## src/rtl/spongent_pkg.sv

```systemverilog
package spongent_pkg;

  localparam int unsigned STATE_W   = 176;
  localparam int unsigned STATE_W_S = 160;
  localparam int unsigned LFSR_W    = 7;
  localparam int unsigned CNT_W     = 7;

  localparam logic [LFSR_W-1:0] LFSR_INIT_160 = 7'h75;
  localparam logic [LFSR_W-1:0] LFSR_INIT_176 = 7'h45;

  localparam logic [CNT_W-1:0] ROUNDS_160 = 7'd80;
  localparam logic [CNT_W-1:0] ROUNDS_176 = 7'd90;

  localparam logic VARIANT_160 = 1'b0;
  localparam logic VARIANT_176 = 1'b1;

  typedef struct packed {
    logic [47:0] state_high;
    logic [63:0] state_mid;
    logic [63:0] state_low;
  } state_in_t;

  typedef struct packed {
    logic [47:0] result_high;
    logic [63:0] result_mid;
    logic [63:0] result_low;
  } state_out_t;

  typedef struct packed {
    logic load;
    logic step;
  } dp_cmd_t;

  typedef struct packed {
    logic mode;
  } dp_stat_t;

  function automatic logic [3:0] sbox4(input logic [3:0] x);
    logic [3:0] y;
    unique case (x)
      4'h0: y = 4'hE;
      4'h1: y = 4'hD;
      4'h2: y = 4'hB;
      4'h3: y = 4'h0;
      4'h4: y = 4'h2;
      4'h5: y = 4'h1;
      4'h6: y = 4'h4;
      4'h7: y = 4'hF;
      4'h8: y = 4'h7;
      4'h9: y = 4'hA;
      4'hA: y = 4'h8;
      4'hB: y = 4'h5;
      4'hC: y = 4'h9;
      4'hD: y = 4'hC;
      4'hE: y = 4'h3;
      default: y = 4'h6;
    endcase
    return y;
  endfunction

  function automatic logic [7:0] rev8(input logic [7:0] v);
    logic [7:0] r;
    for (int k = 0; k < 8; k++) begin
      r[7-k] = v[k];
    end
    return r;
  endfunction

endpackage

```

## src/rtl/spongent_ctrl.sv

```systemverilog
module spongent_ctrl (
  input  logic                  clk_i,
  input  logic                  rst_ni,
  input  logic                  start,
  output logic                  busy,
  output logic                  done_o,
  output spongent_pkg::dp_cmd_t cmd_o,
  input  spongent_pkg::dp_stat_t stat_i
);

  localparam logic [0:0] ST_IDLE = 1'b0;
  localparam logic [0:0] ST_RUN  = 1'b1;

  logic [0:0]                     state_q, state_d;
  logic [spongent_pkg::CNT_W-1:0] cnt_q, cnt_d;
  logic                           done_q, done_d;
  logic [spongent_pkg::CNT_W-1:0] last_cnt;
  logic                           last_round;

  assign busy     = (state_q == ST_RUN);
  assign done_o   = done_q;
  assign last_cnt = (stat_i.mode == spongent_pkg::VARIANT_176)
                  ? spongent_pkg::ROUNDS_176 - 7'd1
                  : spongent_pkg::ROUNDS_160 - 7'd1;
  assign last_round = (cnt_q == last_cnt);

  assign cmd_o.load = start && !busy;
  assign cmd_o.step = busy;

  always_comb begin
    state_d = state_q;
    cnt_d   = cnt_q;
    done_d  = 1'b0;
    unique case (state_q)
      ST_IDLE: begin
        if (start) begin
          state_d = ST_RUN;
          cnt_d   = '0;
        end
      end
      default: begin
        if (last_round) begin
          state_d = ST_IDLE;
          done_d  = 1'b1;
        end else begin
          cnt_d = cnt_q + 7'd1;
        end
      end
    endcase
  end

  always_ff @(posedge clk_i or negedge rst_ni) begin
    if (!rst_ni) begin
      state_q <= ST_IDLE;
      cnt_q   <= '0;
      done_q  <= 1'b0;
    end else begin
      state_q <= state_d;
      cnt_q   <= cnt_d;
      done_q  <= done_d;
    end
  end

  a_accept_runs : assert property (@(posedge clk_i) disable iff (!rst_ni)
    (start && !busy) |=> (busy && cnt_q == '0))
    else $error("accepted beat did not start the round loop");

  a_done_ends_run : assert property (@(posedge clk_i) disable iff (!rst_ni)
    done_o |-> ($past(busy) && !busy))
    else $error("done without a finished round loop");

  a_cnt_bound : assert property (@(posedge clk_i) disable iff (!rst_ni)
    busy |-> (cnt_q < spongent_pkg::ROUNDS_176))
    else $error("round counter out of range");

  a_last_done : assert property (@(posedge clk_i) disable iff (!rst_ni)
    (busy && last_round) |=> done_o)
    else $error("last round not followed by done");

endmodule

```

## config.mk

```make
export PLATFORM = sky130hd
export DESIGN_NAME = spongent_ctrl
export DESIGN_NICKNAME = d
export VERILOG_FILES = /design/src/rtl/spongent_pkg.sv /design/src/rtl/spongent_ctrl.sv
export SDC_FILE = /design/constraint.sdc
export NUM_CORES = 1
export LEC_CHECK = 0
export BUFFER_PORTS_ARGS = -buffer_cell sky130_fd_sc_hd__clkbuf_2
export CAP_MARGIN = 0
export CORE_AREA = 10 10 47 49
export DETAILED_ROUTE_END_ITERATION = 10
export DIE_AREA = 0 0 57 59
export PLACE_DENSITY = 0.6
export SYNTH_ARGS = -nofsm -noshare
export SYNTH_HDL_FRONTEND = slang
export SYNTH_SLANG_ARGS = --single-unit
```

## constraint.sdc

```tcl
create_clock -name clk_i -period 4.05 [get_ports clk_i]
set_input_delay 0.6075 -clock clk_i [delete_from_list [all_inputs] [get_ports clk_i]]
set_output_delay 0.6075 -clock clk_i [all_outputs]
set_load 0.1 [all_outputs]
```

Word-level counts from Yosys, hierarchy flattened
Cells that the tools add are included.
- bits in registers: 9
- input bits: 4
- word-level logic and storage cells: 19
- mux-type cells: 9
- reduce and logical (&&, ||, !) cells: 4
- $add $sub $neg: 1
- eq/ne operators: 2
- operator list (kind ; count):
    two-way mux 7 bit ; 3
    adder 7 x 1 -> 7 bit (second input constant) ; 1
    equality test 7 bit ; 1
    two-way mux 1 bit ; 5
    two-way mux 5 bit ; 1
    inequality test 2 bit (second input constant) ; 1
    AND reduction 2 bit ; 1
    nonzero test 2 bit ; 1
    logical AND 1 bit ; 1
    logical NOT 1 bit ; 1

Longest topological paths before layout
Gate-level depths: netlist of run 1.
- depth after elaboration: 4
- gate-level depth with buffers: 5
- gate-level depth less buffers: 5

Least setup slack after synthesis of run 1
OpenSTA, ideal clock, no wires.
- kind: register to output
- start: register state_q (netlist: busy)
- end: output port cmd_o[1] (netlist name)
- data arrival time: 1795 ps
- slack: 1647 ps
- stages on the path, launching flop included: 4
- path buffers: 0
- data required time: 3442 ps
- cell sequence: dfrtp_1 -> inv_1 -> nand2_1 -> inv_1
- RTL lines (what ; RTL line ; RTL):
    start: declaration ; spongent_ctrl.sv:14 ; logic [0:0] state_q, state_d;
    start signal: assignment ; spongent_ctrl.sv:58 ; state_q <= state_d;
    end: declaration ; spongent_ctrl.sv:7 ; output spongent_pkg::dp_cmd_t cmd_o,

==> qor.yml, run 1 <==
antenna_found_initial: 0
fin_util_pct: 39.11
cts_buffers: 3
avgSynthCellArea_um2: 10.09
dieArea_um2: 3363
p_total_mw: 0.3532
die_w_um: 57
synth_cell_types: 26
status: "finished, final reports clean"
end_kind: "output pin"
diodes: 0
core_area_um2: 1401
cp_common_cell: "inv_1"
row_count: 14
synth_edf_count: 0
drt_first_pass_iters: 4
synth.net_count: 52
hp-class: "in2async"
maxCapViolCount: 0
path_class: "reg2out"
ys_async_sr_fraction_pct: 100.0
fp.dieH_um: 59
cts_resized: 0
gp_congestion: 0.7958
cp.required_ps: 3440
ys_ff_latch: 9
cts-root-buf: "clkbuf_4"
drive_above_1_share_pct: 21.05
cp-start-kind: "flip-flop"
yosysSeqAreaShare_pct: 47.49
cp_slowest_cell: "dfrtp_1"
max_freq_ghz: 0.4594
h-tree-depth: 1
synth_top_cell_by_area: "dfrtp_1"
ys.flop_type: "dfrtp_1"
slew_viol_final: 0
synth_area_um2: 474.2
slew_headroom_pct: 64.07
worstPathArrival_ps: 1570
start_util_pct: 33.84
vias: 381
netlist.area_leader.share_pct: 47.49
p_per_area_nw_per_um2: 644.5
tritoncts: "yes"
max_stage_delay_ps: 470
cp.buffers_inverters: 3
final_nets: 63
grt_util_all_layers_pct: 6.293
worstMarginPinSlew_ps: 541.3
p_leak_nw: 0.2743
yosysWarnings: 0
reg2reg_slack_ps: 2540
synth.area.top_cells: "dfrtp_1 (47%), nand4bb_1 (4.7%), a221o_1 (4.2%)"
min_period_ps: 2177
crit_chain: "inv_1 > nand2_1 > inv_1 > clkbuf_2"
critical_path.max_fanout: 8
clockBufferDepth: 2
tns_ps: 0
viasPerCell: 5.219
wl_per_cell_um: 13.10
crit_family: "buffers and inverters"
vdd_drop_max_uv: 244.1
cts_sinks: 9
hold_viol: 0
post_cts_buffers: 0
grt_pass1_vias: 405
drc_errors: 0
clk_pin_slew_ps: 60
portBuffers: 7
grt_remaining_overflow: 0
postRouteAntennaNets: 0
fin_crit_sh_pct: 53.75
syn_inst: 47
hold_buffers: 0
first_iter_violations: 4
clkLatencyLatePin_ps: 250
routed_wl_um: 956
ios: 8
area_delta_synth_final_pct: 15.57
rsz0062_at_grt: "false"
grt_max_degree: 10
finalSetupViolations: 0
dpl.hpwl_um: 724.3
clock_skew_ps: 4.421
grt_pass1_wl_um: 1690
## worst paths after layout
check                      depth (start not counted)  startpoint        to
min in group clk_i                                 1    cnt_q[0]  cnt_q[0]
setup reg to reg                                   4    cnt_q[4]  cnt_q[2]
hold / removal                                     1      rst_ni  cnt_q[6]
hold reg to reg                                    1    cnt_q[0]  cnt_q[0]
setup / recovery                                   4        busy  cmd_o[1]
max in group asynchronous                          1      rst_ni  cnt_q[0]
## report_power, final
group / internal, mW / switching [mW] / total [mW]
Combinational: 0.0585 / 0.0523 / 0.111
Clock: 0.0379 / 0.0299 / 0.0678
Sequential: 0.125 / 0.0492 / 0.175
## worst reg2reg max path: stages (launching register included)
cell and delay, ps:
dfrtp_1 450, nand4bb_1 230, a21oi_2 270, nor2_1 140, a221o_1 310
## sequential cells by signal (all words and copies together), names as in the netlist
name	cells
busy	1
cnt_q	7
done_o	1
## Yosys cell counts (2+ instances only)
| master | n |
|---|---|
| nand2_1 | 5 |
| inv_1 | 3 |
| nor3_1 | 2 |
| and2_1 | 2 |
| nor2_1 | 3 |
| dfrtp_1 | 9 |
| nand3_1 | 2 |
| a221o_1 | 2 |
| nand4bb_1 | 2 |
## kinds of logic after synthesis
| kind of cell | Yosys count | share of synthesized area, % |
|---|---|---|
| DFF | 9 | 47.49 |
| adders and majority gates | 1 | 2.638 |
| xor gates and xnor gates | 1 | 1.847 |
| and+or+nand+nor | 22 | 27.18 |
| AOI/OAI and AO/OA | 8 | 13.99 |
| buffers and inverters | 5 | 4.749 |
| muxes | 1 | 2.111 |
## routing by layer
layer  up-vias  track usage, %  routed length (µm)
met5         -               0                   0
li1        192               -                   -
met2         4           9.147                 439
met3         2           1.931                  23
met4         0           5.034                  12
met1       183           7.452                 480
## stage by stage
stage	instance area (µm²)	hold slack, ps	setup WS, ps	instances
2_1_floorplan	474.2	311.9	1647	47
3_3_place_gp	521.8	476.9	2165	69
3_5_place_dp	521.8	482.7	2157	69
4_1_cts	548.0	203.0	1870	73
5_1_grt	548.0	207.0	1777	73
6_report	548.0	200.5	1873	73
## area by class of cell
cell class	instances	area, µm²
fillers	151	853.3
clock buffers	4	26.28
repair buffers	7	35.03
multi-input cells	33	226.5
inverters	4	15.01
flip-flops and latches	9	225.2
well taps	16	20.02
## cells in the final DEF, fill, tap and decap left out, types with 2 or more instances in the layout
| master | n |
|---|---|
| dfrtp_1 | 9 |
| clkbuf_2 | 7 |
| nand2_1 | 5 |
| nor2_1 | 3 |
| inv_1 | 3 |
| clkbuf_4 | 3 |
| nand4bb_1 | 2 |
| and2_1 | 2 |
| nand3_1 | 2 |
| nor3_1 | 2 |
| a221o_1 | 2 |
Note: power is estimated with default switching activity, not from simulation.
==> run 2, diff against run 1 <==
--- a/config.mk
+++ b/config.mk
@@ -10,7 +10,7 @@
 export CORE_AREA = 10 10 47 49
 export DETAILED_ROUTE_END_ITERATION = 10
 export DIE_AREA = 0 0 57 59
-export PLACE_DENSITY = 0.6
+export PLACE_DENSITY = 0.62
 export SYNTH_ARGS = -nofsm -noshare
 export SYNTH_HDL_FRONTEND = slang
 export SYNTH_SLANG_ARGS = --single-unit
==> constraint.sdc (replaced) <==
create_clock -name clk_i -period 1.8 [get_ports clk_i]
set_input_delay 0.27 -clock clk_i [delete_from_list [all_inputs] [get_ports clk_i]]
set_output_delay 0.27 -clock clk_i [all_outputs]
set_load 0.1 [all_outputs]
==> qor.yml, run 2 (same netlist as run 1, synthesis figures left out) <==
finalSetupViolations: 0  # unchanged
antenna_found_initial: 0  # unchanged
seqPwrFrac_pct: 48.2  # was 49.4%
grt_max_degree: 10  # unchanged
routed_wl_um: 981  # was 956 µm
area_delta_synth_final_pct: 21.90  # was 15.57%
min_period_ps: 1620
grt_util_all_layers_pct: 6.780  # was 6.293%
end_kind: "output pin"  # unchanged
stdcell_count: 74  # was 73
ios: 8  # unchanged
max_stage_delay_ps: 450  # was 470 ps
cts-root-buf: "clkbuf_4"  # unchanged
maxCapViolCount: 0  # unchanged
slew_headroom_pct: 63.91  # was 64.07%
netSwitchingPower_mw: 0.3075  # was 0.1314 mW
clock_skew_ps: 5.581  # was 4.421 ps
reg2reg_slack_ps: 280  # was 2540 ps
status: "finished, final reports clean"  # unchanged
hold_buffers: 1  # was 0
cp.required_ps: 1530  # was 3440 ps
path_depth: 4  # unchanged
postRouteAntennaNets: 0  # unchanged
hp-class: "in2reg"  # was in2async
clkLatencyLatePin_ps: 260  # was 250 ps
crit_family: "buffers and inverters"  # unchanged
drc_errors: 0  # unchanged
portBuffers: 7  # unchanged
slew_viol_final: 0  # unchanged
grt_pass1_wl_um: 1766  # was 1690 µm
vias: 397  # was 381
max_freq_ghz: 0.6174
cp-start-kind: "flip-flop"  # unchanged
rsz0062_at_grt: "false"  # unchanged
final_nets: 64  # was 63
start_util_pct: 33.84  # unchanged
worstPathArrival_ps: 1350  # was 1570 ps
diodes: 0  # unchanged
first_iter_violations: 8  # was 4
drive_above_1_share_pct: 24.14  # was 21.05%
hold_start: "start"
p_clk_share_pct: 19.2  # about the same
cts_sinks: 9  # unchanged
regMostFlops: "cnt_q"  # unchanged
internal_power_mw: 0.5037  # was 0.2218 mW
final_cell_mix: "dfrtp_1 (8), clkbuf_2 (6), nand2_1 (5), nor2_1 (3), clkbuf_4 (3)"  # was dfrtp_1 (9), clkbuf_2 (7), nand2_1 (5)
path_class: "reg2out"  # unchanged
clk_pin_slew_ps: 60  # about the same
core_area_um2: 1401  # unchanged
cp.buffers_inverters: 3  # unchanged
cp_slowest_cell: "dfrtp_2"  # was dfrtp_1
viasPerCell: 5.365  # was 5.219
cts_resized: 0  # unchanged
layout.cells.most_common: "dfrtp_1"  # unchanged
die_w_um: 57  # unchanged
min_to: "cnt_q[5]"
worstMarginPinSlew_ps: 543.6  # was 541.3 ps
tns_ps: 0  # unchanged
tritoncts: "yes"  # unchanged
grt_remaining_overflow: 0  # unchanged
vdd_drop_max_uv: 745.7  # was 244.1 µV
dp.cells: 69  # unchanged
p_sw_share_pct: 37.91  # was 37.19%
clockBufferDepth: 2  # unchanged
worst_r2r_path_depth: 5  # was 4
reg2reg_from: "cnt_q[1]"  # was cnt_q[4]
r2r-end: "cnt_q[6]"  # was cnt_q[2]
hold_viol: 0  # unchanged
crit_chain: "inv_1 > nand2_1 > clkinvlp_4 > buf_12"  # was inv_1 > nand2_1 > inv_1 > clkbuf_2
dieArea_um2: 3363  # unchanged
wl_per_cell_um: 13.26  # was 13.10 µm
fp.dieH_um: 59  # unchanged
cts_buffers: 3  # unchanged
p_leak_nw: 0.2714  # was 0.2743 nW
dpl.hpwl_um: 762.7  # was 724.3 µm
critical_path.max_fanout: 8  # unchanged
grt_pass1_vias: 417  # was 405
largest_reg_flops: 7  # unchanged
gp_congestion: 0.8241  # was 0.7958
h-tree-depth: 1  # unchanged
p_per_area_nw_per_um2: 1403  # was 644.5 nW/µm²
hold_depth: 4
row_count: 14  # unchanged
p_comb_share_pct: 32.6  # was 31.4%
fin_crit_sh_pct: 89.98
drt_first_pass_iters: 4  # unchanged
post_cts_buffers: 0  # unchanged
-- run 2: power groups by stage --
stage,clock (mW),combinational (mW),sequential (mW)
finish,0.156,0.265,0.391
global route,0.174,0.300,0.411
CTS,0.161,0.268,0.387
detailed placement,0,0.266,0.390
global placement,0,0.263,0.387
floorplan,0,0.206,0.374
-- run 2: how the worst max path moves through the flow --
| stage | end | startpoint |
|---|---|---|
| floorplan | cmd_o[1] | busy |
| global placement | cnt_q[6] | cnt_q[0] |
| detailed placement | cnt_q[6] | cnt_q[1] |
| CTS | cmd_o[1] | busy |
| global route | cmd_o[1] | busy |
| finish | cmd_o[1] | busy |
-- run 2: final cells by class --
type / count / area (µm²)
fill: 147 / 823.3
tap: 16 / 20.02
clock buffer: 4 / 26.28
sequential: 9 / 226.5
multi-input combinational: 33 / 226.5
inverter: 4 / 18.77
timing repair buffer: 8 / 60.06
-- run 2: worst reg2reg max path, cell delays in order (launching register included) --
cell and delay (ps):
dfrtp_1 400, ha_1 220, and3_1 200, nand3_1 100, and2_1 170, a221o_1 300
-- run 2: through the flow --
step	hold WS (ps)	cell area [µm²]	util (%)	total power, mW	worst slack, ps
final	315.7	578.1	41.25	0.8112	180.4
after CTS	314.2	578.1	41.25	0.8165	175.7
after global routing	329.0	578.1	41.25	0.8850	88.84
after detailed placement	143.0	541.8	38.66	0.6559	291.5
after global placement	139.8	541.8	38.66	0.6502	296.4
after floorplan	-25.59	479.2	-	0.5803	14.01
-- run 2: per-layer routing --
metal  GRT usage [%]  vias up  wire length, µm
met1           6.031      193              395
met5               0        -                0
met4           2.349        0                5
met3           5.579        2               92
li1                -      195                -
met2           11.32        7              488
==> run 3, diff against run 2 <==
--- a/config.mk
+++ b/config.mk
@@ -10,7 +10,6 @@
 export CORE_AREA = 10 10 47 49
 export DETAILED_ROUTE_END_ITERATION = 10
 export DIE_AREA = 0 0 57 59
-export PLACE_DENSITY = 0.62
 export SYNTH_ARGS = -nofsm -noshare
 export SYNTH_HDL_FRONTEND = slang
 export SYNTH_SLANG_ARGS = --single-unit
==> qor.yml, run 3 (same netlist as run 1, synthesis figures left out) <==
status: "finished, final reports clean"  # unchanged
dieArea_um2: 3363  # unchanged
post-route-cell-area_um2: 578.1  # unchanged
largest_reg_flops: 7  # unchanged
maxCapViolCount: 0  # unchanged
die_w_um: 57  # unchanged
wl_per_cell_um: 14.14  # was 13.26 µm
area_delta_synth_final_pct: 21.90  # unchanged
worst_r2r_path_depth: 5  # unchanged
crit_chain: "inv_1 > nand2_1 > clkinvlp_4 > buf_12"  # unchanged
path_class: "reg2out"  # unchanged
p_per_area_nw_per_um2: 1401  # was 1403 nW/µm²
rsz0062_at_grt: "false"  # unchanged
clk_pin_slew_ps: 60  # about the same
hp-class: "in2reg"  # unchanged
start_util_pct: 33.84  # unchanged
fin_util_pct: 41.25  # unchanged
hold_start: "start"  # unchanged
hold_buffers: 1  # unchanged
final_cell_mix: "dfrtp_1 (8), clkbuf_2 (6), nand2_1 (5), nor2_1 (3), clkbuf_4 (3)"  # unchanged
fin_crit_sh_pct: 90.35  # was 89.98%
portBuffers: 7  # unchanged
cp.buffers_inverters: 3  # unchanged
reg2reg_from: "cnt_q[1]"  # unchanged
core_area_um2: 1401  # unchanged
grt_pass1_wl_um: 1683  # was 1766 µm
viasPerCell: 5.176  # was 5.365
critical_path.max_fanout: 8  # unchanged
clock_skew_ps: 5.096  # was 5.581 ps
hold_depth: 4  # unchanged
grt_util_all_layers_pct: 6.898  # was 6.780%
drive_above_1_share_pct: 24.14  # unchanged
p_leak_nw: 0.2714  # unchanged
regMostFlops: "cnt_q"  # unchanged
diodes: 0  # unchanged
crit_family: "buffers and inverters"  # unchanged
dpl.hpwl_um: 783.8  # was 762.7 µm
worstPathArrival_ps: 1360  # was 1350 ps
cts_sinks: 9  # unchanged
grt_pass1_vias: 341  # was 417
first_iter_violations: 15  # was 8
cp.required_ps: 1530  # about the same
grt_remaining_overflow: 0  # unchanged
end_kind: "output pin"  # unchanged
clkLatencyLatePin_ps: 270  # was 260 ps
cts_buffers: 3  # unchanged
clockBufferDepth: 2  # unchanged
vdd_drop_max_uv: 614.5  # was 745.7 µV
drt_first_pass_iters: 4  # unchanged
routed_wl_um: 1046  # was 981 µm
post_cts_buffers: 0  # unchanged
final_nets: 64  # unchanged
drc_errors: 0  # unchanged
fp.dieH_um: 59  # unchanged
cp-start-kind: "flip-flop"  # unchanged
min_to: "cnt_q[5]"  # unchanged
hold_viol: 0  # unchanged
row_count: 14  # unchanged
antenna_found_initial: 0  # unchanged
max_stage_delay_ps: 450  # about the same
ios: 8  # unchanged
postRouteAntennaNets: 0  # unchanged
layout.cells.most_common: "dfrtp_1"  # unchanged
path_depth: 4  # unchanged
cp_slowest_cell: "dfrtp_2"  # unchanged
vias: 383  # was 397
min_period_ps: 1626  # was 1620 ps
slew_viol_final: 0  # unchanged
h-tree-depth: 1  # unchanged
tritoncts: "yes"  # unchanged
tns_ps: 0  # unchanged
worstMarginPinSlew_ps: 543.4  # was 543.6 ps
dpl-instance-area_um2: 541.8  # unchanged
cts-root-buf: "clkbuf_4"  # unchanged
gp_congestion: 0.8091  # was 0.8241
hold_ws_ps: 324.4  # was 315.7 ps
finalSetupViolations: 0  # unchanged
grt_max_degree: 10  # unchanged
max_freq_ghz: 0.6149  # was 0.6174 GHz
reg2reg_slack_ps: 280  # about the same
r2r-end: "cnt_q[6]"  # unchanged
slew_headroom_pct: 63.93  # was 63.91%
cts_resized: 0  # unchanged
run 3: cell counts in the layout (fill, tap and decap cells not counted):
No cell type changed its count.
run 3: worst max path at each step:
stage | to | slack, ps | from
after global routing | cmd_o[1] | 90 | busy
after detailed placement | cnt_q[6] | 300 | cnt_q[1]
after floorplan | cmd_o[1] | 10 | busy
after global placement | cnt_q[6] | 290 | cnt_q[0]
after CTS | cmd_o[1] | 170 | busy
final | cmd_o[1] | 170 | busy
run 3: power breakdown:
| group | internal, mW | switching [mW] |
|---|---|---|
| registers | 0.283 | 0.109 |
| clock network | 0.0856 | 0.0740 |
| logic | 0.135 | 0.124 |
| total | 0.503 | 0.306 |
run 3: metrics by stage:
stage / power (mW) / setup slack [ps] / std cells
CTS: 0.8182 / 167.9 / 74
finish: 0.8096 / 173.8 / 74
global route: 0.8765 / 88.84 / 74
floorplan: 0.5803 / 14.01 / 47
detailed placement: 0.6502 / 300.9 / 69
global placement: 0.6502 / 291.7 / 69
run 3: routing by layer:
| layer | up-vias | global-route usage [%] | routed length (µm) |
|---|---|---|---|
| li1 | 195 | - | - |
| met1 | 169 | 7.203 | 429 |
| met2 | 15 | 9.147 | 497 |
| met3 | 4 | 4.077 | 84 |
| met4 | 0 | 7.047 | 35 |
| met5 | - | 0 | 0 |
run 3: worst min-delay path: stages:
cell and delay [ps]:
clkbuf_2 80, nor2_1 50, nand2_1 60, nand3b_1 70
run 3: area by class of cell:
| class | instances | area, µm² |
|---|---|---|
| Timing Repair Buffer | 8 | 60.06 |
| Clock buffer | 4 | 26.28 |
| Inverter | 4 | 18.77 |
| Fill cell | 148 | 823.3 |
| Multi-Input combinational cell | 33 | 226.5 |
| Sequential cell | 9 | 226.5 |
| Tap cell | 16 | 20.02 |
